<file path="config.mk">
export PLATFORM = sky130hd
export DESIGN_NAME = round_robin_slice_scheduler_flat
export DESIGN_NICKNAME = d
export VERILOG_FILES = /design/src/design/rrss_pkg.sv /design/src/design/rrss_if.sv /design/src/design/round_robin_slice_scheduler.sv /design/src/design/rrss_slice_mem.sv /design/src/design/rrss_ctrl.sv /design/src/flat_wrapper.sv
export SDC_FILE = /design/constraint.sdc
export NUM_CORES = 1
export LEC_CHECK = 0
export ABC_AREA = 1
export BUFFER_PORTS_ARGS = -buffer_cell sky130_fd_sc_hd__buf_2
export CORE_MARGIN = 2
export CORE_UTILIZATION = 55
export DETAILED_ROUTE_END_ITERATION = 10
export GPL_TIMING_DRIVEN = 0
export PLACE_DENSITY = 0.81
export SLEW_MARGIN = 30
export SYNTH_ARGS = -nofsm -noshare
export SYNTH_HDL_FRONTEND = slang
export SYNTH_SLANG_ARGS = --single-unit
</file>
<file path="constraint.sdc">
create_clock -name clock -period 2.3 [get_ports clock]
set_input_delay 0.46 -clock clock [delete_from_list [all_inputs] [get_ports clock]]
set_output_delay 0.46 -clock clock [all_outputs]
set_load 0.05 [all_outputs]
</file>
<file path="src/design/rrss_pkg.sv">
`default_nettype none

package rrss_pkg;

   localparam int DEFAULT_MAX_TASKS = 8;

   localparam int ACTION_W   = 2;
   localparam int TASK_IDX_W = 3;
   localparam int SLICE_W    = 16;
   localparam int TCOUNT_W   = 4;
   localparam int CSR_IDX_W  = 4;
   localparam int CSR_DATA_W = 16;

   localparam logic [ACTION_W-1:0] ACT_TICK    = 2'd0;
   localparam logic [ACTION_W-1:0] ACT_DEFINE  = 2'd1;
   localparam logic [ACTION_W-1:0] ACT_RESTART = 2'd2;

   localparam logic [CSR_IDX_W-1:0] REG_TASK_COUNT = 4'd0;
   localparam logic [CSR_IDX_W-1:0] REG_MAIN_SLICE = 4'd1;

   localparam logic [TCOUNT_W-1:0] RESET_TASK_COUNT = 4'd1;
   localparam logic [SLICE_W-1:0]  RESET_MAIN_SLICE = 16'd100;
   localparam logic [SLICE_W-1:0]  RESET_SLICE_ZERO = 16'd100;
   localparam logic [SLICE_W-1:0]  RESET_SLICE_REST = 16'd1;

   typedef enum logic [2:0] {
      ST_IDLE,
      ST_DECODE,
      ST_REDUCE,
      ST_SEARCH,
      ST_READ,
      ST_LOAD,
      ST_FINISH
   } state_type;

   typedef struct packed {
      logic [ACTION_W-1:0] action;
      logic                expires;
      logic                cand_ge_n;
      logic                cand_active;
      logic                search_last;
      logic                out_free;
   } status_type;

   typedef struct packed {
      logic accept;
      logic do_define;
      logic do_restart;
      logic do_tick_dec;
      logic start_search;
      logic reduce_step;
      logic search_adv;
      logic take_cand;
      logic take_zero;
      logic mem_read;
      logic load_slice;
      logic emit;
   } ctrl_type;

   function automatic logic [SLICE_W-1:0] nonzero_slice(input logic [SLICE_W-1:0] value);
      return (value == '0) ? {{(SLICE_W-1){1'b0}}, 1'b1} : value;
   endfunction

endpackage

`default_nettype wire

</file>
<file path="src/design/rrss_if.sv">
`default_nettype none

interface rrss_req_if import rrss_pkg::*; ();
   logic                  valid;
   logic                  ready;
   logic [ACTION_W-1:0]   action;
   logic [TASK_IDX_W-1:0] task_index;
   logic [SLICE_W-1:0]    slice_ticks;

   modport source (output valid, action, task_index, slice_ticks, input ready);
   modport sink (input valid, action, task_index, slice_ticks, output ready);
endinterface

interface rrss_rsp_if import rrss_pkg::*; ();
   logic                  valid;
   logic                  ready;
   logic                  switched;
   logic [TASK_IDX_W-1:0] running_task;
   logic [SLICE_W-1:0]    ticks_left;

   modport source (output valid, switched, running_task, ticks_left, input ready);
   modport sink (input valid, switched, running_task, ticks_left, output ready);
endinterface

interface rrss_csr_if import rrss_pkg::*; ();
   logic                  valid;
   logic                  ready;
   logic [CSR_IDX_W-1:0]  index;
   logic [CSR_DATA_W-1:0] data;

   modport source (output valid, index, data, input ready);
   modport sink (input valid, index, data, output ready);
endinterface

`default_nettype wire

</file>
<file path="src/design/round_robin_slice_scheduler.sv">
// A tick that does not end a slice, a define beat and a restart beat go from decode to finish.
// A tick that ends a slice goes through decode, reduce (modulo subtractions, none unless the
// current task is the last one in the rotation or lies outside it), search, which probes at most
// rotation size slots, read, load and finish. In finish the result is registered once the output
// is free, and a new beat is accepted in the cycle after the result is registered.
// Synchronous active-high reset restores control and CSR state and marks all table entries invalid.
`default_nettype none

module round_robin_slice_scheduler import rrss_pkg::*; #(
   parameter int MAX_TASKS = DEFAULT_MAX_TASKS
) (
   input wire logic  clock,
   input wire logic  reset,
   rrss_req_if.sink  req_ch,
   rrss_rsp_if.source rsp_ch,
   rrss_csr_if.sink  csr_ch
);

   localparam int IDX_W = $clog2(MAX_TASKS);
   localparam int CNT_W = $clog2(MAX_TASKS + 1);

   logic [TCOUNT_W-1:0]   task_count_ff;
   logic [SLICE_W-1:0]    main_slice_ff;
   logic [ACTION_W-1:0]   action_ff;
   logic [TASK_IDX_W-1:0] index_ff;
   logic [SLICE_W-1:0]    slice_ff;
   logic [IDX_W-1:0]      cur_ff;
   logic [SLICE_W-1:0]    remain_ff;
   logic [CNT_W-1:0]      cand_ff;
   logic [CNT_W-1:0]      cand_in;
   logic [CNT_W-1:0]      step_ff;
   logic [IDX_W-1:0]      next_ff;
   logic                  sw_ff;
   logic [MAX_TASKS-1:0]  active_ff;
   logic                  rsp_valid_ff;
   logic                  rsp_switched_ff;
   logic [TASK_IDX_W-1:0] rsp_task_ff;
   logic [SLICE_W-1:0]    rsp_ticks_ff;

   logic [CNT_W-1:0]   rot_n;
   logic [CNT_W-1:0]   cand_inc;
   logic               define_ok;
   logic [SLICE_W-1:0] restart_slice;
   logic               mem_wr_en;
   logic [IDX_W-1:0]   mem_wr_addr;
   logic [SLICE_W-1:0] mem_wr_data;
   logic [SLICE_W-1:0] mem_rd_data;
   status_type         status;
   ctrl_type           ctrl;
   logic               req_ready;

   assign csr_ch.ready = 1'b1;

   always_ff @(posedge clock) begin
      if (reset) begin
         task_count_ff <= RESET_TASK_COUNT;
         main_slice_ff <= RESET_MAIN_SLICE;
      end else if (csr_ch.valid) begin
         case (csr_ch.index)
            REG_TASK_COUNT: task_count_ff <= csr_ch.data[TCOUNT_W-1:0];
            REG_MAIN_SLICE: main_slice_ff <= csr_ch.data[SLICE_W-1:0];
            default: ;
         endcase
      end
   end

   always_comb begin
      if (task_count_ff == '0) begin
         rot_n = CNT_W'(1);
      end else if (32'(task_count_ff) > MAX_TASKS) begin
         rot_n = CNT_W'(MAX_TASKS);
      end else begin
         rot_n = CNT_W'(task_count_ff);
      end
   end

   assign define_ok     = (32'(index_ff) < MAX_TASKS);
   assign restart_slice = nonzero_slice(main_slice_ff);
   assign cand_inc      = cand_ff + CNT_W'(1);

   assign status.action      = action_ff;
   assign status.expires     = (remain_ff <= SLICE_W'(1));
   assign status.cand_ge_n   = (cand_ff >= rot_n);
   assign status.cand_active = active_ff[cand_ff[IDX_W-1:0]];
   assign status.search_last = (step_ff == rot_n);
   assign status.out_free    = !rsp_valid_ff || rsp_ch.ready;

   rrss_ctrl u_ctrl (
      .clock     (clock),
      .reset     (reset),
      .req_valid (req_ch.valid),
      .status    (status),
      .req_ready (req_ready),
      .ctrl      (ctrl)
   );

   assign req_ch.ready = req_ready;

   always_comb begin
      mem_wr_en   = 1'b0;
      mem_wr_addr = IDX_W'(index_ff);
      mem_wr_data = nonzero_slice(slice_ff);
      if (ctrl.do_define && define_ok) begin
         mem_wr_en = 1'b1;
      end else if (ctrl.do_restart) begin
         mem_wr_en   = 1'b1;
         mem_wr_addr = '0;
         mem_wr_data = restart_slice;
      end
   end

   rrss_slice_mem #(
      .MAX_TASKS (MAX_TASKS)
   ) u_slice_mem (
      .clock   (clock),
      .reset   (reset),
      .wr_en   (mem_wr_en),
      .wr_addr (mem_wr_addr),
      .wr_data (mem_wr_data),
      .rd_en   (ctrl.mem_read),
      .rd_addr (next_ff),
      .rd_data (mem_rd_data)
   );

   always_ff @(posedge clock) begin
      if (ctrl.accept) begin
         action_ff <= req_ch.action;
         index_ff  <= req_ch.task_index;
         slice_ff  <= req_ch.slice_ticks;
      end
   end

   always_comb begin
      cand_in = cand_ff;
      if (ctrl.start_search) begin
         cand_in = CNT_W'(cur_ff) + CNT_W'(1);
      end else if (ctrl.reduce_step) begin
         cand_in = cand_ff - rot_n;
      end else if (ctrl.search_adv) begin
         cand_in = (cand_inc == rot_n) ? '0 : cand_inc;
      end
   end

   always_ff @(posedge clock) begin
      cand_ff <= cand_in;
      if (ctrl.start_search) begin
         step_ff <= CNT_W'(1);
      end else if (ctrl.search_adv) begin
         step_ff <= step_ff + CNT_W'(1);
      end
      if (ctrl.take_cand) begin
         next_ff <= cand_ff[IDX_W-1:0];
      end else if (ctrl.take_zero) begin
         next_ff <= '0;
      end
   end

   always_ff @(posedge clock) begin
      if (reset) begin
         cur_ff    <= '0;
         remain_ff <= RESET_SLICE_ZERO;
         active_ff <= {{(MAX_TASKS-1){1'b0}}, 1'b1};
         sw_ff     <= 1'b0;
      end else begin
         if (ctrl.accept) begin
            sw_ff <= 1'b0;
         end
         if (ctrl.do_define && define_ok) begin
            active_ff[IDX_W'(index_ff)] <= 1'b1;
         end
         if (ctrl.do_restart) begin
            active_ff <= {{(MAX_TASKS-1){1'b0}}, 1'b1};
            cur_ff    <= '0;
            remain_ff <= restart_slice;
         end
         if (ctrl.do_tick_dec) begin
            remain_ff <= remain_ff - SLICE_W'(1);
         end
         if (ctrl.load_slice) begin
            cur_ff    <= next_ff;
            remain_ff <= mem_rd_data;
            sw_ff     <= 1'b1;
         end
      end
   end

   always_ff @(posedge clock) begin
      if (reset) begin
         rsp_valid_ff <= 1'b0;
      end else if (ctrl.emit) begin
         rsp_valid_ff <= 1'b1;
      end else if (rsp_ch.ready) begin
         rsp_valid_ff <= 1'b0;
      end
   end

   always_ff @(posedge clock) begin
      if (ctrl.emit) begin
         rsp_switched_ff <= sw_ff;
         rsp_task_ff     <= TASK_IDX_W'(cur_ff);
         rsp_ticks_ff    <= remain_ff;
      end
   end

   assign rsp_ch.valid        = rsp_valid_ff;
   assign rsp_ch.switched     = rsp_switched_ff;
   assign rsp_ch.running_task = rsp_task_ff;
   assign rsp_ch.ticks_left   = rsp_ticks_ff;

   a_current_active: assert property (@(posedge clock) disable iff (reset)
      active_ff[cur_ff])
      else $error("current task is not marked active");

   a_switch_nonzero: assert property (@(posedge clock) disable iff (reset)
      rsp_valid_ff && rsp_switched_ff |-> rsp_ticks_ff != '0)
      else $error("switch reported with an empty slice");

   a_busy_after_accept: assert property (@(posedge clock) disable iff (reset)
      ctrl.accept |=> !req_ready && !ctrl.emit)
      else $error("scheduler ready again right after a beat");

endmodule

`default_nettype wire

</file>
<file path="src/design/rrss_slice_mem.sv">
`default_nettype none

module rrss_slice_mem import rrss_pkg::*; #(
   parameter int MAX_TASKS = DEFAULT_MAX_TASKS,
   localparam int IDX_W = $clog2(MAX_TASKS)
) (
   input  wire logic               clock,
   input  wire logic               reset,
   input  wire logic               wr_en,
   input  wire logic [IDX_W-1:0]   wr_addr,
   input  wire logic [SLICE_W-1:0] wr_data,
   input  wire logic               rd_en,
   input  wire logic [IDX_W-1:0]   rd_addr,
   output logic      [SLICE_W-1:0] rd_data
);

   logic [SLICE_W-1:0]   mem [MAX_TASKS];
   logic [MAX_TASKS-1:0] valid_ff;
   logic [SLICE_W-1:0]   mem_rd_ff;
   logic                 rd_valid_ff;
   logic                 rd_zero_ff;

   always_ff @(posedge clock) begin
      if (wr_en) begin
         mem[wr_addr] <= wr_data;
      end
      if (rd_en) begin
         mem_rd_ff <= mem[rd_addr];
      end
   end

   always_ff @(posedge clock) begin
      if (reset) begin
         valid_ff <= '0;
      end else if (wr_en) begin
         valid_ff[wr_addr] <= 1'b1;
      end
   end

   always_ff @(posedge clock) begin
      if (rd_en) begin
         rd_valid_ff <= valid_ff[rd_addr];
         rd_zero_ff  <= (rd_addr == '0);
      end
   end

   always_comb begin
      if (rd_valid_ff) begin
         rd_data = mem_rd_ff;
      end else if (rd_zero_ff) begin
         rd_data = RESET_SLICE_ZERO;
      end else begin
         rd_data = RESET_SLICE_REST;
      end
   end

endmodule

`default_nettype wire

</file>
<file path="src/design/rrss_ctrl.sv">
`default_nettype none

module rrss_ctrl import rrss_pkg::*; (
   input  wire logic       clock,
   input  wire logic       reset,
   input  wire logic       req_valid,
   input  wire status_type status,
   output logic            req_ready,
   output ctrl_type        ctrl
);

   state_type state_ff;
   state_type state_in;

   always_ff @(posedge clock) begin
      if (reset) begin
         state_ff <= ST_IDLE;
      end else begin
         state_ff <= state_in;
      end
   end

   always_comb begin
      state_in = state_ff;
      case (state_ff)
         ST_IDLE: begin
            if (req_valid) begin
               state_in = ST_DECODE;
            end
         end
         ST_DECODE: begin
            if (status.action == ACT_TICK && status.expires) begin
               state_in = ST_REDUCE;
            end else begin
               state_in = ST_FINISH;
            end
         end
         ST_REDUCE: begin
            if (!status.cand_ge_n) begin
               state_in = ST_SEARCH;
            end
         end
         ST_SEARCH: begin
            if (status.cand_active || status.search_last) begin
               state_in = ST_READ;
            end
         end
         ST_READ:   state_in = ST_LOAD;
         ST_LOAD:   state_in = ST_FINISH;
         ST_FINISH: begin
            if (status.out_free) begin
               state_in = ST_IDLE;
            end
         end
         default:   state_in = ST_IDLE;
      endcase
   end

   always_comb begin
      ctrl      = '0;
      req_ready = 1'b0;
      case (state_ff)
         ST_IDLE: begin
            req_ready   = 1'b1;
            ctrl.accept = req_valid;
         end
         ST_DECODE: begin
            ctrl.do_define    = (status.action == ACT_DEFINE);
            ctrl.do_restart   = (status.action == ACT_RESTART);
            ctrl.do_tick_dec  = (status.action == ACT_TICK) && !status.expires;
            ctrl.start_search = (status.action == ACT_TICK) && status.expires;
         end
         ST_REDUCE: begin
            ctrl.reduce_step = status.cand_ge_n;
         end
         ST_SEARCH: begin
            ctrl.take_cand  = status.cand_active;
            ctrl.take_zero  = !status.cand_active && status.search_last;
            ctrl.search_adv = !status.cand_active && !status.search_last;
         end
         ST_READ:   ctrl.mem_read = 1'b1;
         ST_LOAD:   ctrl.load_slice = 1'b1;
         ST_FINISH: ctrl.emit = status.out_free;
         default:   ctrl = '0;
      endcase
   end

endmodule

`default_nettype wire
</file>
<file path="src/flat_wrapper.sv">
// flat-port wrapper written by rule: the top's interface ports become plain ports
module round_robin_slice_scheduler_flat import rrss_pkg::*;
#(
   parameter int MAX_TASKS = DEFAULT_MAX_TASKS
)
  (clock, reset, req_ch_valid, req_ch_action, req_ch_task_index, req_ch_slice_ticks, req_ch_ready, rsp_ch_valid, rsp_ch_switched, rsp_ch_running_task, rsp_ch_ticks_left, rsp_ch_ready, csr_ch_valid, csr_ch_index, csr_ch_data, csr_ch_ready);
  rrss_req_if req_ch_i ();
  rrss_rsp_if rsp_ch_i ();
  rrss_csr_if csr_ch_i ();
  input wire logic clock;
  input wire logic reset;
  input wire logic [$bits(req_ch_i.valid)-1:0] req_ch_valid;
  input wire logic [$bits(req_ch_i.action)-1:0] req_ch_action;
  input wire logic [$bits(req_ch_i.task_index)-1:0] req_ch_task_index;
  input wire logic [$bits(req_ch_i.slice_ticks)-1:0] req_ch_slice_ticks;
  output wire logic [$bits(req_ch_i.ready)-1:0] req_ch_ready;
  output wire logic [$bits(rsp_ch_i.valid)-1:0] rsp_ch_valid;
  output wire logic [$bits(rsp_ch_i.switched)-1:0] rsp_ch_switched;
  output wire logic [$bits(rsp_ch_i.running_task)-1:0] rsp_ch_running_task;
  output wire logic [$bits(rsp_ch_i.ticks_left)-1:0] rsp_ch_ticks_left;
  input wire logic [$bits(rsp_ch_i.ready)-1:0] rsp_ch_ready;
  input wire logic [$bits(csr_ch_i.valid)-1:0] csr_ch_valid;
  input wire logic [$bits(csr_ch_i.index)-1:0] csr_ch_index;
  input wire logic [$bits(csr_ch_i.data)-1:0] csr_ch_data;
  output wire logic [$bits(csr_ch_i.ready)-1:0] csr_ch_ready;
  assign req_ch_i.valid = req_ch_valid;
  assign req_ch_i.action = req_ch_action;
  assign req_ch_i.task_index = req_ch_task_index;
  assign req_ch_i.slice_ticks = req_ch_slice_ticks;
  assign req_ch_ready = req_ch_i.ready;
  assign rsp_ch_valid = rsp_ch_i.valid;
  assign rsp_ch_switched = rsp_ch_i.switched;
  assign rsp_ch_running_task = rsp_ch_i.running_task;
  assign rsp_ch_ticks_left = rsp_ch_i.ticks_left;
  assign rsp_ch_i.ready = rsp_ch_ready;
  assign csr_ch_i.valid = csr_ch_valid;
  assign csr_ch_i.index = csr_ch_index;
  assign csr_ch_i.data = csr_ch_data;
  assign csr_ch_ready = csr_ch_i.ready;
  round_robin_slice_scheduler #(.MAX_TASKS(MAX_TASKS)) u_core (.clock(clock), .reset(reset), .req_ch(req_ch_i), .rsp_ch(rsp_ch_i), .csr_ch(csr_ch_i));
endmodule
</file>
# After elaboration in Yosys (flattened, before gate mapping)
# Memories as Yosys holds them, arrays and structs flattened. A register that Yosys moved wholly into a read port is not among the register bits.
# Cells that the tools add are included.
# word_totals
register_bits	114
mem_bits_rw	128
input_bits	46
output_inout_bits	23
word_cells	132
n_memories	1
# mem_list
memory	depth	word_bits	read_ports	rd_ports_with_merged_regs	wr	line_no	rtl
u_core.u_slice_mem.mem	8	16	1	1	1	rrss_slice_mem.sv:17	logic [SLICE_W-1:0] mem [MAX_TASKS];
# op_classes
addsub	5
order_cmp	9
n_eq_ne	15
muxes	51
bitwise_logic	2
n_reduce_logical	29
# ops
cell	n
two-way mux 16 bit	8
two-way mux 3 bit	12
logical NOT 16 bit	2
two-way mux 4 bit	7
one-hot mux 3 bit (7 select lines)	1
two-way mux 1 bit	18
less-or-equal comparator 16 x 1 -> 1 bit, second input constant	1
< comparator 3 x 4 -> 1 bit, second input constant	4
bitwise OR 8 bit	2
subtractor 16 x 1 -> 16 bit, second input constant	1
equality test 3 bit, second input constant	3
adder 4 x 1 -> 4 bit, second input constant	2
equality test 4 bit	2
logical NOT 4 bit	2
inequality test 2 bit, second input constant	4
nonzero test 2 bit	4
two-way mux 7 bit	1
binary-select mux 1 bit (select 3 bit)	2
demux 1 bit (select 3 bit)	2
equality test 3 x 2 -> 1 bit, second input constant	2
>= comparator 3 x 1 -> 1 bit, second input constant	2
logical AND 1 bit	6
logical NOT 3 bit	2
nonzero test 3 bit	2
14 further kinds	19

# Logic depth before layout (Yosys ltp)
# Gate-level depths: netlist of run 1.
# logic_depth
ltp_word	11
depth_mapped	13

# Cells and area by module
# From an unflattened synthesis of run 1, not the netlist that was laid out.
# hier_totals
hier_cells	1351
hier_area_um2	11997.8
# by_module_without_submodules
module	n_inst	cells_each	area_each_um2
rrss_slice_mem	1	678	6670.1
round_robin_slice_scheduler	1	616	5026.1
rrss_ctrl	1	57	301.5

# Worst setup path after synthesis of run 1
# No wires, ideal clock.
# synth_timing
kind	reg2reg
start	register u_core.u_ctrl.state_ff[2]
end	register u_core.u_ctrl.state_ff[2]
setup_time_ns	0.070
arrival_time_ns	2.219
setup_slack_ns	0.011
stages_incl_launch_ff	7
n_path_buf	0
path_cell_list	dfxtp_1 inv_2 nor3_1 nor3_1 nand2_1 nand4_1 a21oi_1
# synth_via
elab_chain_len	3
word_cells_on_any_way	13
classes_between	10 x eq/ne; 1 x mux; 2 x reduce/logical
# synth_rtl
element	line_no	rtl
start: declaration	rrss_ctrl.sv:12	state_type state_ff;
start signal: assignment	rrss_ctrl.sv:19	state_ff <= state_in;
equality test 3 x 2 -> 1 bit, or another cell as far along	rrss_ctrl.sv:25	case (state_ff)
inequality test 2 bit (no source line)	n/a	
AND reduction 4 bit (no source line)	n/a	
# Parallel ways exist; a longest one is shown, timed or not.
# A chain may end at the register's enable or synchronous reset.

# Worst setup path in the final report of run 1
# layout_timing
start	register u_core.u_ctrl.state_ff[0]
end	memory u_core.u_slice_mem.mem[1][2] (enable)
# layout_via
elab_chain_len	6
word_cells_on_any_way	8
classes_between	1 x eq/ne; 7 x mux
# layout_rtl
element	line_no	rtl
equality test 3 x 1 -> 1 bit (*)	rrss_ctrl.sv:62	case (state_ff)
two-way mux 4 bit (*)	rrss_ctrl.sv:62	
two-way mux 1 bit	round_robin_slice_scheduler.sv:105	end else if (ctrl.do_restart) begin
two-way mux 1 bit	round_robin_slice_scheduler.sv:103	if (ctrl.do_define && define_ok) begin
two-way mux 1 bit	rrss_slice_mem.sv:24	if (wr_en) begin
two-way mux 1 bit (not written as such)	rrss_slice_mem.sv:25	mem[wr_addr] <= wr_data;
end: declaration	rrss_slice_mem.sv:17	
# Mark *: on every way between the ends. The rest lies on a longest branch, timed or not.

==> flow_metrics.env, run 1 <==
export IMPL_critPathKind="flip-flop to flip-flop"
export IMPL_stdcell_area_sq_um=12700
export IMPL_die_height_um=146
export IMPL_outcome="finished, final reports clean"
export IMPL_dieWidth_um=146
export IMPL_place_ws_ns=-0.189
export IMPL_worstPathRequired_ns=2.46
export IMPL_fin_crit_ns=2.20
export IMPL_dpl_instance_area_sq_um=11800
export IMPL_worstPathArrival_ns=2.35
export IMPL_grtUsageTotal_pct=25.6
export IMPL_io_buffers=67
export IMPL_ys_flop_type="edfxtp_1"
export IMPL_antenna_found_initial=0
export IMPL_viasPerCell=5.87
export IMPL_grt_pass1_wl_mm=42.5
export IMPL_hold_buffers=0
export IMPL_fmax_mhz=455
export IMPL_synth_cells=1069
export IMPL_grt_max_degree=18
export IMPL_die_area_sq_um=21300
export IMPL_drtIter0Drc=1035
export IMPL_yosysWarningCount=0
export IMPL_num_rows=51
export IMPL_path_max_fanout=16
export IMPL_setup_tns_ns=0
export IMPL_vias=8556
export IMPL_worstSetupStartpointType="flip-flop"
export IMPL_r2r_cells=6
export IMPL_power_density_nw_per_um2=1080
export IMPL_synth_cell_types=45
export IMPL_reg2reg_from="u_core.u_ctrl.state_ff[0]$_SDFFE_PP0P_"
export IMPL_hold_end="u_core.index_ff[1]$_DFFE_PP_"
export IMPL_worst_hold_path_type="input pin to flip-flop"
export IMPL_report_final_slew_viol_count=0
export IMPL_cts_tree="built"
export IMPL_finalHoldViolations=0
export IMPL_hold_ws_ns=0.109
export IMPL_end_kind="flip-flop"
export IMPL_finalCritPeriodShare_pct=95.6
export IMPL_leakage_uw=0.00478
export IMPL_wl_mm=28.0
export IMPL_io_pins=69
export IMPL_cts_sinks=258
export IMPL_peakVddDrop_mv=0.664
export IMPL_grt_pass1_vias=7885
export IMPL_gp_congestion=0.935
export IMPL_drc_errors=0
export IMPL_fin_util_pct=65.0
export IMPL_syn_area_per_cell_sq_um=10.4
export IMPL_htree_num_levels=1
export IMPL_synth_edff_count=194
export IMPL_firstDrtPassIters=6
export IMPL_syn_to_final_growth_pct=15.0
export IMPL_fin_skew_ns=0.00859
export IMPL_coreArea_sq_um=19600
export IMPL_drive_gt1_share_pct=14.8
export IMPL_clkTransAtPathRegs_ns=0.06
export IMPL_regToRegSetupSlack_ns=0.10
export IMPL_synth_seq_cells=258
export IMPL_worst_pin_slew_ns=1.05
export IMPL_min_delay_start="req_ch_task_index[1]"
export IMPL_clk_path_buf_depth=3
export IMPL_synth_yosys_seq_area_share_pct=64.2
export IMPL_hold_path_depth=1
export IMPL_setup_viol=0
export IMPL_diodes=0
export IMPL_rsz0062_at_grt="no"
export IMPL_synthArstFlopShare_pct=0
export IMPL_start_util_pct=56.5
export IMPL_r2r_end="u_core.u_slice_mem.mem[1][2]$_DFFE_PP_"
export IMPL_netlist_area_sq_um=11100
export IMPL_slew_headroom_pct=29.4
export IMPL_cts_root_buffer="clkbuf_16"
export IMPL_fin_ws_ns=0.100
export IMPL_syn_nets=1125
export IMPL_drtAntennaViolNets=0
export IMPL_cts_made_buffers=27
export IMPL_clock_latency_ns=0.53
export IMPL_hpwl_mm=19.5
export IMPL_maxCapViolCount=0
export IMPL_overflow=0
export IMPL_fin_nets=1228
export IMPL_wl_per_cell_um=19.2
where the power goes:
group / total (uW) / internal [uW] / switching (uW)
sequential: 6300 / 5870 / 426
combinational: 3220 / 999 / 2220
clock: 4230 / 2500 / 1730
cell usage after synthesis (all sizes together) (3+ instances only):
| cell type | n | area [sq um] |
|---|---|---|
| o211ai | 6 | 50.1 |
| nand4 | 13 | 81.3 |
| a32oi | 9 | 78.8 |
| xor2 | 11 | 96.3 |
| clkbuf | 29 | 109 |
| xnor2 | 9 | 78.8 |
| o21ai | 143 | 716 |
| edfxtp | 194 | 5830 |
| ha | 9 | 113 |
| a31oi | 18 | 113 |
| inv | 111 | 417 |
| nor2 | 179 | 714 |
| nand2 | 109 | 439 |
| nand3 | 38 | 195 |
| a21oi | 67 | 339 |
| nor3 | 12 | 82.6 |
| o22ai | 16 | 100 |
| dfxtp | 64 | 1280 |
| o21a | 3 | 22.5 |
| buf | 17 | 124 |
critical path: stages, from the launching register on:
cell     delay (ns)
dfxtp_1        0.37
inv_2          0.08
nor2_4         0.14
nand2_4        0.11
nor4_2         0.37
nand2_1        0.19
inv_1          0.55
worst max-delay path by stage:
stage	from	end	cells after the start
2_1_floorplan	u_core.u_ctrl.state_ff[2]$_SDFFE_PP0P_	u_core.u_ctrl.state_ff[2]$_SDFFE_PP0P_	6
3_3_place_gp	u_core.u_ctrl.state_ff[2]$_SDFFE_PP0P_	u_core.u_ctrl.state_ff[2]$_SDFFE_PP0P_	6
3_5_place_dp	u_core.u_ctrl.state_ff[0]$_SDFFE_PP0P_	u_core.u_slice_mem.mem[5][3]$_DFFE_PP_	6
4_1_cts	u_core.task_count_ff[3]$_SDFFE_PP0P_	u_core.cand_ff[1]$_DFFE_PP_	10
5_1_grt	u_core.u_ctrl.state_ff[0]$_SDFFE_PP0P_	u_core.u_slice_mem.mem[2][1]$_DFFE_PP_	8
6_report	u_core.u_ctrl.state_ff[0]$_SDFFE_PP0P_	u_core.u_slice_mem.mem[1][2]$_DFFE_PP_	6
logic make-up (layout without fill, tap and decap cells):
logic type               Yosys count  count (layout)  share of synthesized area, %
buffers and inverters            158             281                          5.90
AO/OA/AOI/OAI                    266             266                          13.1
adder cells (fa/ha/maj)           10              10                          1.20
flip-flops                       258             258                          64.2
other                              1               1                        0.0339
AND/OR/NAND/NOR                  356             356                          14.0
XOR/XNOR                          20              20                          1.58
metrics by stage:
step	total power (uW)	cells
after floorplan	8490	1069
after global placement	9330	1401
after detailed placement	9470	1405
after CTS	13700	1456
after global routing	14300	1457
final	13800	1457
layer usage:
layer / vias up / global-route usage (%) / part of all wire, %
met3: 85 / 3.86 / 9.6
li1: 3904 / - / -
met1: 4084 / 35.7 / 40
met5: - / 0 / 0
met4: 0 / 9.46 / 3.6
met2: 483 / 41.2 / 47
placed cells by master, fill, tap and decap left out, drive strengths merged, types with 3 or more instances in the layout:
| master | n |
|---|---|
| xnor2 | 9 |
| a31oi | 18 |
| nor2 | 179 |
| o22ai | 16 |
| dfxtp | 64 |
| nand4 | 13 |
| edfxtp | 194 |
| a21oi | 67 |
| ha | 9 |
| nand3 | 38 |
| inv | 108 |
| nor3 | 12 |
| xor2 | 11 |
| o21ai | 143 |
| o211ai | 6 |
| nand2 | 109 |
| o21a | 3 |
| a32oi | 9 |
| clkinv | 11 |
| clkinvlp | 4 |
| buf | 92 |
| clkbuf | 64 |
registers in the layout (all words and copies together) (netlist names), 3 cells and up:
name	flops
u_core.index_ff	3
u_core.active_ff	8
u_core.u_ctrl.state_ff	3
u_core.u_slice_mem.valid_ff	8
u_core.slice_ff	16
u_core.step_ff	4
u_core.cur_ff	3
u_core.cand_ff	4
u_core.task_count_ff	4
u_core.main_slice_ff	16
u_core.rsp_ch.running_task	3
u_core.remain_ff	16
u_core.next_ff	3
u_core.rsp_ch.ticks_left	16
u_core.u_slice_mem.mem	128
u_core.u_slice_mem.mem_rd_ff	16
repair_timing:
| action | CTS | global route |
|---|---|---|
| pin swaps | 0 | 1 |
| gates cloned | 0 | 0 |
| endpoints found under the hold margin | 0 | 0 |
| buffers inserted | 3 | 1 |
| resized for setup | 8 | 10 |
| setup endpoints to repair | 100 | 58 |
area by class of cell:
cell class                 instances  area, sq um
timing repair buffer              75          403
fill                            1450         6860
multi-input combinational        653         3360
tap                              265          332
clock buffer                      36          749
sequential                       258         7110
inverter                         112          435
buffer                            45          230
clock inverter                    13          116
Note: power is estimated with default switching activity, not from simulation.
==> run 2: changes to the inputs <==
Settings changed: PLACE_DENSITY 0.81 to 0.74.
==> flow_metrics.env, run 2 (synthesis gave the netlist of run 1 again) <==
export IMPL_outcome="finished, final reports clean"
export IMPL_cts_made_buffers=26
export IMPL_drtIter0Drc=896
export IMPL_cp_common_cell="nand2_1"
export IMPL_num_rows=51
export IMPL_hold_path_depth=1
export IMPL_wl_per_cell_um=19.3
export IMPL_viasPerCell=5.76
export IMPL_worstPathRequired_ns=2.60
export IMPL_n_fill_cell=1543
export IMPL_die_area_sq_um=21300
export IMPL_multi_input_area_sq_um=3350
export IMPL_worstPathArrival_ns=2.46
export IMPL_worst_pin_slew_ns=0.966
export IMPL_final_cell_mix="edfxtp_1 (194), nor2_1 (167), o21ai_0 (134)"
export IMPL_dp_cells=1406
export IMPL_finalCritPeriodShare_pct=94.1
export IMPL_report_final_slew_viol_count=0
export IMPL_io_pins=69
export IMPL_peakVddDrop_mv=0.670
export IMPL_cts_root_buffer="clkbuf_16"
export IMPL_stdcell_area_sq_um=12700
export IMPL_regToRegSetupSlack_ns=0.14
export IMPL_htree_num_levels=1
export IMPL_overflow=0
export IMPL_drtAntennaViolNets=0
export IMPL_start_util_pct=56.5
export IMPL_io_buffers=67
export IMPL_dpl_instance_area_sq_um=11800
export IMPL_drive_gt1_share_pct=14.9
export IMPL_finalHoldViolations=0
export IMPL_grt_max_degree=18
export IMPL_r2r_end="u_core.cand_ff[3]$_DFFE_PP_"
export IMPL_grt_pass1_wl_mm=43.2
export IMPL_reg2reg_from="u_core.task_count_ff[3]$_SDFFE_PP0P_"
export IMPL_cts_tree="built"
export IMPL_maxCapViolCount=0
export IMPL_fin_skew_ns=0.0306
export IMPL_fin_crit_ns=2.16
export IMPL_gp_congestion=0.912
export IMPL_cp_slowest_stage_delay_ns=0.38
export IMPL_dieWidth_um=146
export IMPL_end_kind="flip-flop"
export IMPL_power_density_nw_per_um2=1070
export IMPL_path_max_fanout=6
export IMPL_setup_viol=0
export IMPL_fmax_mhz=462
export IMPL_min_delay_start="req_ch_slice_ticks[2]"
export IMPL_grt_pass1_vias=8067
export IMPL_path_cells="inv_2 -> nand2_1 -> nand2_1 -> ha_1 -> fa_2 -> o211ai_1 -> nand2_2 -> inv_2 -> nor2_1 -> nand2_1 -> nand2_1 -> nand2_1 -> nand2_1"
export IMPL_syn_to_final_growth_pct=14.8
export IMPL_fin_nets=1226
export IMPL_worstSetupStartpointType="flip-flop"
export IMPL_clkTransAtPathRegs_ns=0.06
export IMPL_layout_commonest_cell="edfxtp_1"
export IMPL_hold_buffers=0
export IMPL_drc_errors=0
export IMPL_r2r_cells=13
export IMPL_wl_mm=28.0
export IMPL_cts_sinks=258
export IMPL_grtUsageTotal_pct=26.1
export IMPL_hold_end="u_core.slice_ff[2]$_DFFE_PP_"
export IMPL_critPathKind="flip-flop to flip-flop"
export IMPL_largest_register="u_core.u_slice_mem.mem"
export IMPL_setup_tns_ns=0
export IMPL_leakage_uw=0.00473
export IMPL_clock_latency_ns=0.54
export IMPL_slowest_stage="dfxtp_4"
export IMPL_slew_headroom_pct=34.9
export IMPL_die_height_um=146
export IMPL_coreArea_sq_um=19600
export IMPL_vias=8385
export IMPL_worst_hold_path_type="input pin to flip-flop"
export IMPL_diodes=0
export IMPL_clk_path_buf_depth=3
export IMPL_instances_no_fill=1455
export IMPL_largest_register_ffs=128
export IMPL_hpwl_mm=20.0
export IMPL_antenna_found_initial=0
export IMPL_seq_area_sq_um=7110
export IMPL_firstDrtPassIters=5
==> run 2: per-layer routing <==
layer  vias up  track usage, %  wire, um
li1       3902               -         -
met1      4008            35.0     11400
met2       402            42.5     13300
met3        73            4.64      2330
met4         0            10.5      1030
met5         -               0         0
==> run 2: worst max-delay path, delay by kind of cell (launching register included) <==
kind / cells / cell delay (ns)
simple gates: 8 / 0.58
compound gates: 1 / 0.25
fa+ha+maj: 2 / 0.57
buf+inv: 2 / 0.16
flops: 1 / 0.38
==> run 2: area by class of cell <==
cell class | instances | share of cell area (%)
buffer | 45 | 1.82
clock inverter | 9 | 0.423
tap | 265 | 2.61
multi-input combinational | 654 | 26.3
inverter | 112 | 3.49
clock buffer | 39 | 6.22
timing repair buffer | 73 | 3.14
sequential | 258 | 56.0
==> run 2: worst max path at each step <==
stage / slack [ns] / startpoint / end
after CTS: 0.008 / u_core.next_ff[1]$_SDFFCE_PN0P_ / u_core.u_slice_mem.mem_rd_ff[13]$_DFFE_PP_
after global placement: -0.59 / u_core.u_ctrl.state_ff[2]$_SDFFE_PP0P_ / u_core.u_ctrl.state_ff[2]$_SDFFE_PP0P_
final: 0.14 / u_core.task_count_ff[3]$_SDFFE_PP0P_ / u_core.cand_ff[3]$_DFFE_PP_
after floorplan: 0.01 / u_core.u_ctrl.state_ff[2]$_SDFFE_PP0P_ / u_core.u_ctrl.state_ff[2]$_SDFFE_PP0P_
after global routing: -0.01 / u_core.action_ff[0]$_DFFE_PP_ / u_core.u_slice_mem.mem[3][10]$_DFFE_PP_
after detailed placement: -0.15 / u_core.u_ctrl.state_ff[0]$_SDFFE_PP0P_ / u_core.u_slice_mem.mem[5][2]$_DFFE_PP_
==> run 2: report_power, final <==
group	internal [uW]	switching, uW	total (uW)	leakage, uW
clock	2370	1710	4090	0.000420
sequential	5870	442	6310	0.00228
combinational	998	2220	3220	0.00203
==> run 2: through the flow <==
step | power [uW] | util [%] | hold slack [ns] | setup WS [ns]
2_1_floorplan | 8490 | - | 0.402 | 0.0108
3_3_place_gp | 9340 | 59.9 | 0.417 | -0.595
3_5_place_dp | 9500 | 60.3 | 0.420 | -0.148
4_1_cts | 13600 | 64.7 | 0.0919 | 0.00829
5_1_grt | 14200 | 64.9 | 0.0857 | -0.0126
6_report | 13600 | 64.9 | 0.0996 | 0.137
==> run 2: timing repair <==
item | CTS | global route
cloned | 0 | 1
endpoints found under the setup margin | 92 | 135
buffers inserted | 1 | 0
endpoints found under the hold margin | 0 | 0
resized for setup | 9 | 11
pin swaps | 0 | 1
==> run 3: changes to the inputs <==
Settings changed: MAX_ROUTING_LAYER set to met4, PLACE_DENSITY 0.74 to 0.78.
==> flow_metrics.env, run 3 (synthesis gave the netlist of run 1 again) <==
export IMPL_outcome="finished, final reports clean"
export IMPL_use_met2_pct=44.7
export IMPL_hold_buffers=0
export IMPL_path_max_fanout=6
export IMPL_wl_mm=28.4
export IMPL_firstDrtPassIters=6
export IMPL_wl_per_cell_um=19.5
export IMPL_p_clk_share_pct=31.9
export IMPL_reg2reg_from="u_core.task_count_ff[3]$_SDFFE_PP0P_"
export IMPL_drive_gt1_share_pct=15.0
export IMPL_grt_max_degree=18
export IMPL_finalHoldViolations=0
export IMPL_grt_pass1_vias=8149
export IMPL_start_util_pct=56.5
export IMPL_maxCapViolCount=0
export IMPL_stdcell_area_sq_um=12800
export IMPL_dp_cells=1406
export IMPL_regToRegSetupSlack_ns=0.09
export IMPL_end_kind="flip-flop"
export IMPL_worstPathRequired_ns=2.59
export IMPL_fin_nets=1228
export IMPL_leakage_uw=0.00477
export IMPL_finalCritPeriodShare_pct=96.1
export IMPL_place_ws_ns=-0.231
export IMPL_cts_sinks=258
export IMPL_grt_pass1_wl_mm=43.8
export IMPL_num_rows=51
export IMPL_cp_slowest_stage_delay_ns=0.37
export IMPL_slowest_stage="dfxtp_4"
export IMPL_grtUsageTotal_pct=27.3
export IMPL_diodes=0
export IMPL_p_comb_share_pct=23.0
export IMPL_critPathKind="flip-flop to flip-flop"
export IMPL_grt_busiest_layer="met2"
export IMPL_antenna_found_initial=0
export IMPL_cts_made_buffers=27
export IMPL_gp_congestion=0.902
export IMPL_grt_use_met3_pct=3.23
export IMPL_io_pins=69
export IMPL_worst_pin_slew_ns=0.996
export IMPL_worstSetupStartpointType="flip-flop"
export IMPL_cp_common_cell="nand2_1"
export IMPL_vias=8452
export IMPL_fin_ws_ns=0.0892
export IMPL_power_density_nw_per_um2=1090
export IMPL_min_delay_start="req_ch_slice_ticks[3]"
export IMPL_dieWidth_um=146
export IMPL_coreArea_sq_um=19600
export IMPL_overflow=0
export IMPL_clock_latency_ns=0.54
export IMPL_power_switching_uw=4430
export IMPL_die_height_um=146
export IMPL_largest_register="u_core.u_slice_mem.mem"
export IMPL_peakVddDrop_mv=0.777
export IMPL_die_area_sq_um=21300
export IMPL_layout_commonest_cell="edfxtp_1"
export IMPL_internal_power_uw=9570
export IMPL_fmax_mhz=452
export IMPL_io_buffers=67
export IMPL_slew_headroom_pct=32.9
export IMPL_instances_no_fill=1457
export IMPL_clk_path_buf_depth=3
export IMPL_viasPerCell=5.80
export IMPL_dpl_instance_area_sq_um=11800
export IMPL_worstPathArrival_ns=2.50
export IMPL_hpwl_mm=20.1
export IMPL_worst_hold_path_type="input pin to flip-flop"
export IMPL_fin_skew_ns=0.0251
export IMPL_fin_total_pwr_uw=14000
export IMPL_cts_tree="built"
export IMPL_largest_register_ffs=128
export IMPL_drtIter0Drc=950
export IMPL_htree_num_levels=1
export IMPL_drc_errors=0
export IMPL_switching_share_pct=31.7
export IMPL_met1_usage_pct=36.1
export IMPL_clkTransAtPathRegs_ns=0.06
export IMPL_final_cell_mix="edfxtp_1 (194), nor2_1 (167), o21ai_0 (130)"
export IMPL_report_final_slew_viol_count=0
export IMPL_cp_startpoint="u_core.task_count_ff[3]$_SDFFE_PP0P_"
export IMPL_pwr_share_seq_pct=45.1
export IMPL_fin_crit_ns=2.21
export IMPL_setup_viol=0
export IMPL_path_cells="inv_2 -> nand2_1 -> nand2_1 -> ha_1 -> fa_2 -> o211ai_1 -> nand2_2 -> buf_4 -> nand3_1 -> a21oi_1"
export IMPL_cts_root_buffer="clkbuf_16"
export IMPL_drtAntennaViolNets=0
export IMPL_hold_ws_ns=0.0929
export IMPL_syn_to_final_growth_pct=15.6
[run 3: changes by cell type in the layout (fill, tap and decap cells not counted)]
cell	change
o21ai_0	-4
o21ai_1	+4
clkbuf_16	+3
clkinv_2	-2
clkinv_4	-2
buf_4	+1
buf_6	+1
buf_8	-1
bufinv_16	+1
clkbuf_1	+1
clkinv_1	-1
inv_4	+1
[run 3: area by class of cell]
type	instances	area, sq um
well taps	265	332
repair buffers	74	403
flip-flops and latches	258	7110
fillers	1487	6800
multi-input cells	654	3350
clock buffers	43	870
inverters	112	443
plain buffers	45	231
clock inverters	6	58.8
[run 3: final timing paths]
path | endpoint | cells after the start
max | u_core.cand_ff[1]$_DFFE_PP_ | 10
min | u_core.slice_ff[3]$_DFFE_PP_ | 1
max reg2reg | u_core.cand_ff[1]$_DFFE_PP_ | 10
min reg2reg | u_core.rsp_ch.switched$_DFFE_PP_ | 0
[run 3: timing repair]
| item | CTS | global route |
|---|---|---|
| gates resized for setup | 10 | 14 |
| setup buffers | 1 | 1 |
| gates cloned | 0 | 1 |
| endpoints found under the setup margin | 91 | 85 |
| pin swaps | 0 | 1 |
[run 3: metal layers]
metal,part of all wire (%),vias to the layer above
met2,49,429
met4,2.7,0
met1,40,4043
li1,-,3918
met3,8.5,62
met5,0,-
[run 3: critical path: cells and delay by family (launching register included)]
| family | cells | cell delay (ns) |
|---|---|---|
| AOI/OAI and AO/OA | 2 | 0.35 |
| adders and majority gates | 2 | 0.58 |
| buffers and inverters | 2 | 0.24 |
| DFF | 1 | 0.37 |
| and+or+nand+nor | 4 | 0.42 |
[run 3: power groups by stage]
stage / clock network, uW / registers (uW) / logic, uW
after global routing: 4670 / 6370 / 3560
after detailed placement: 0 / 6400 / 3090
final: 4470 / 6310 / 3230
after floorplan: 0 / 6310 / 2170
after global placement: 0 / 6390 / 2950
after CTS: 4460 / 6300 / 3150
[run 3: metrics by stage]
| step | setup TNS [ns] | util, % |
|---|---|---|
| floorplan | 0 | - |
| CTS | 0 | 65.2 |
| detailed placement | -10.61 | 60.2 |
| finish | 0 | 65.3 |
| global placement | -16.91 | 59.9 |
| global route | -0.0232 | 65.3 |
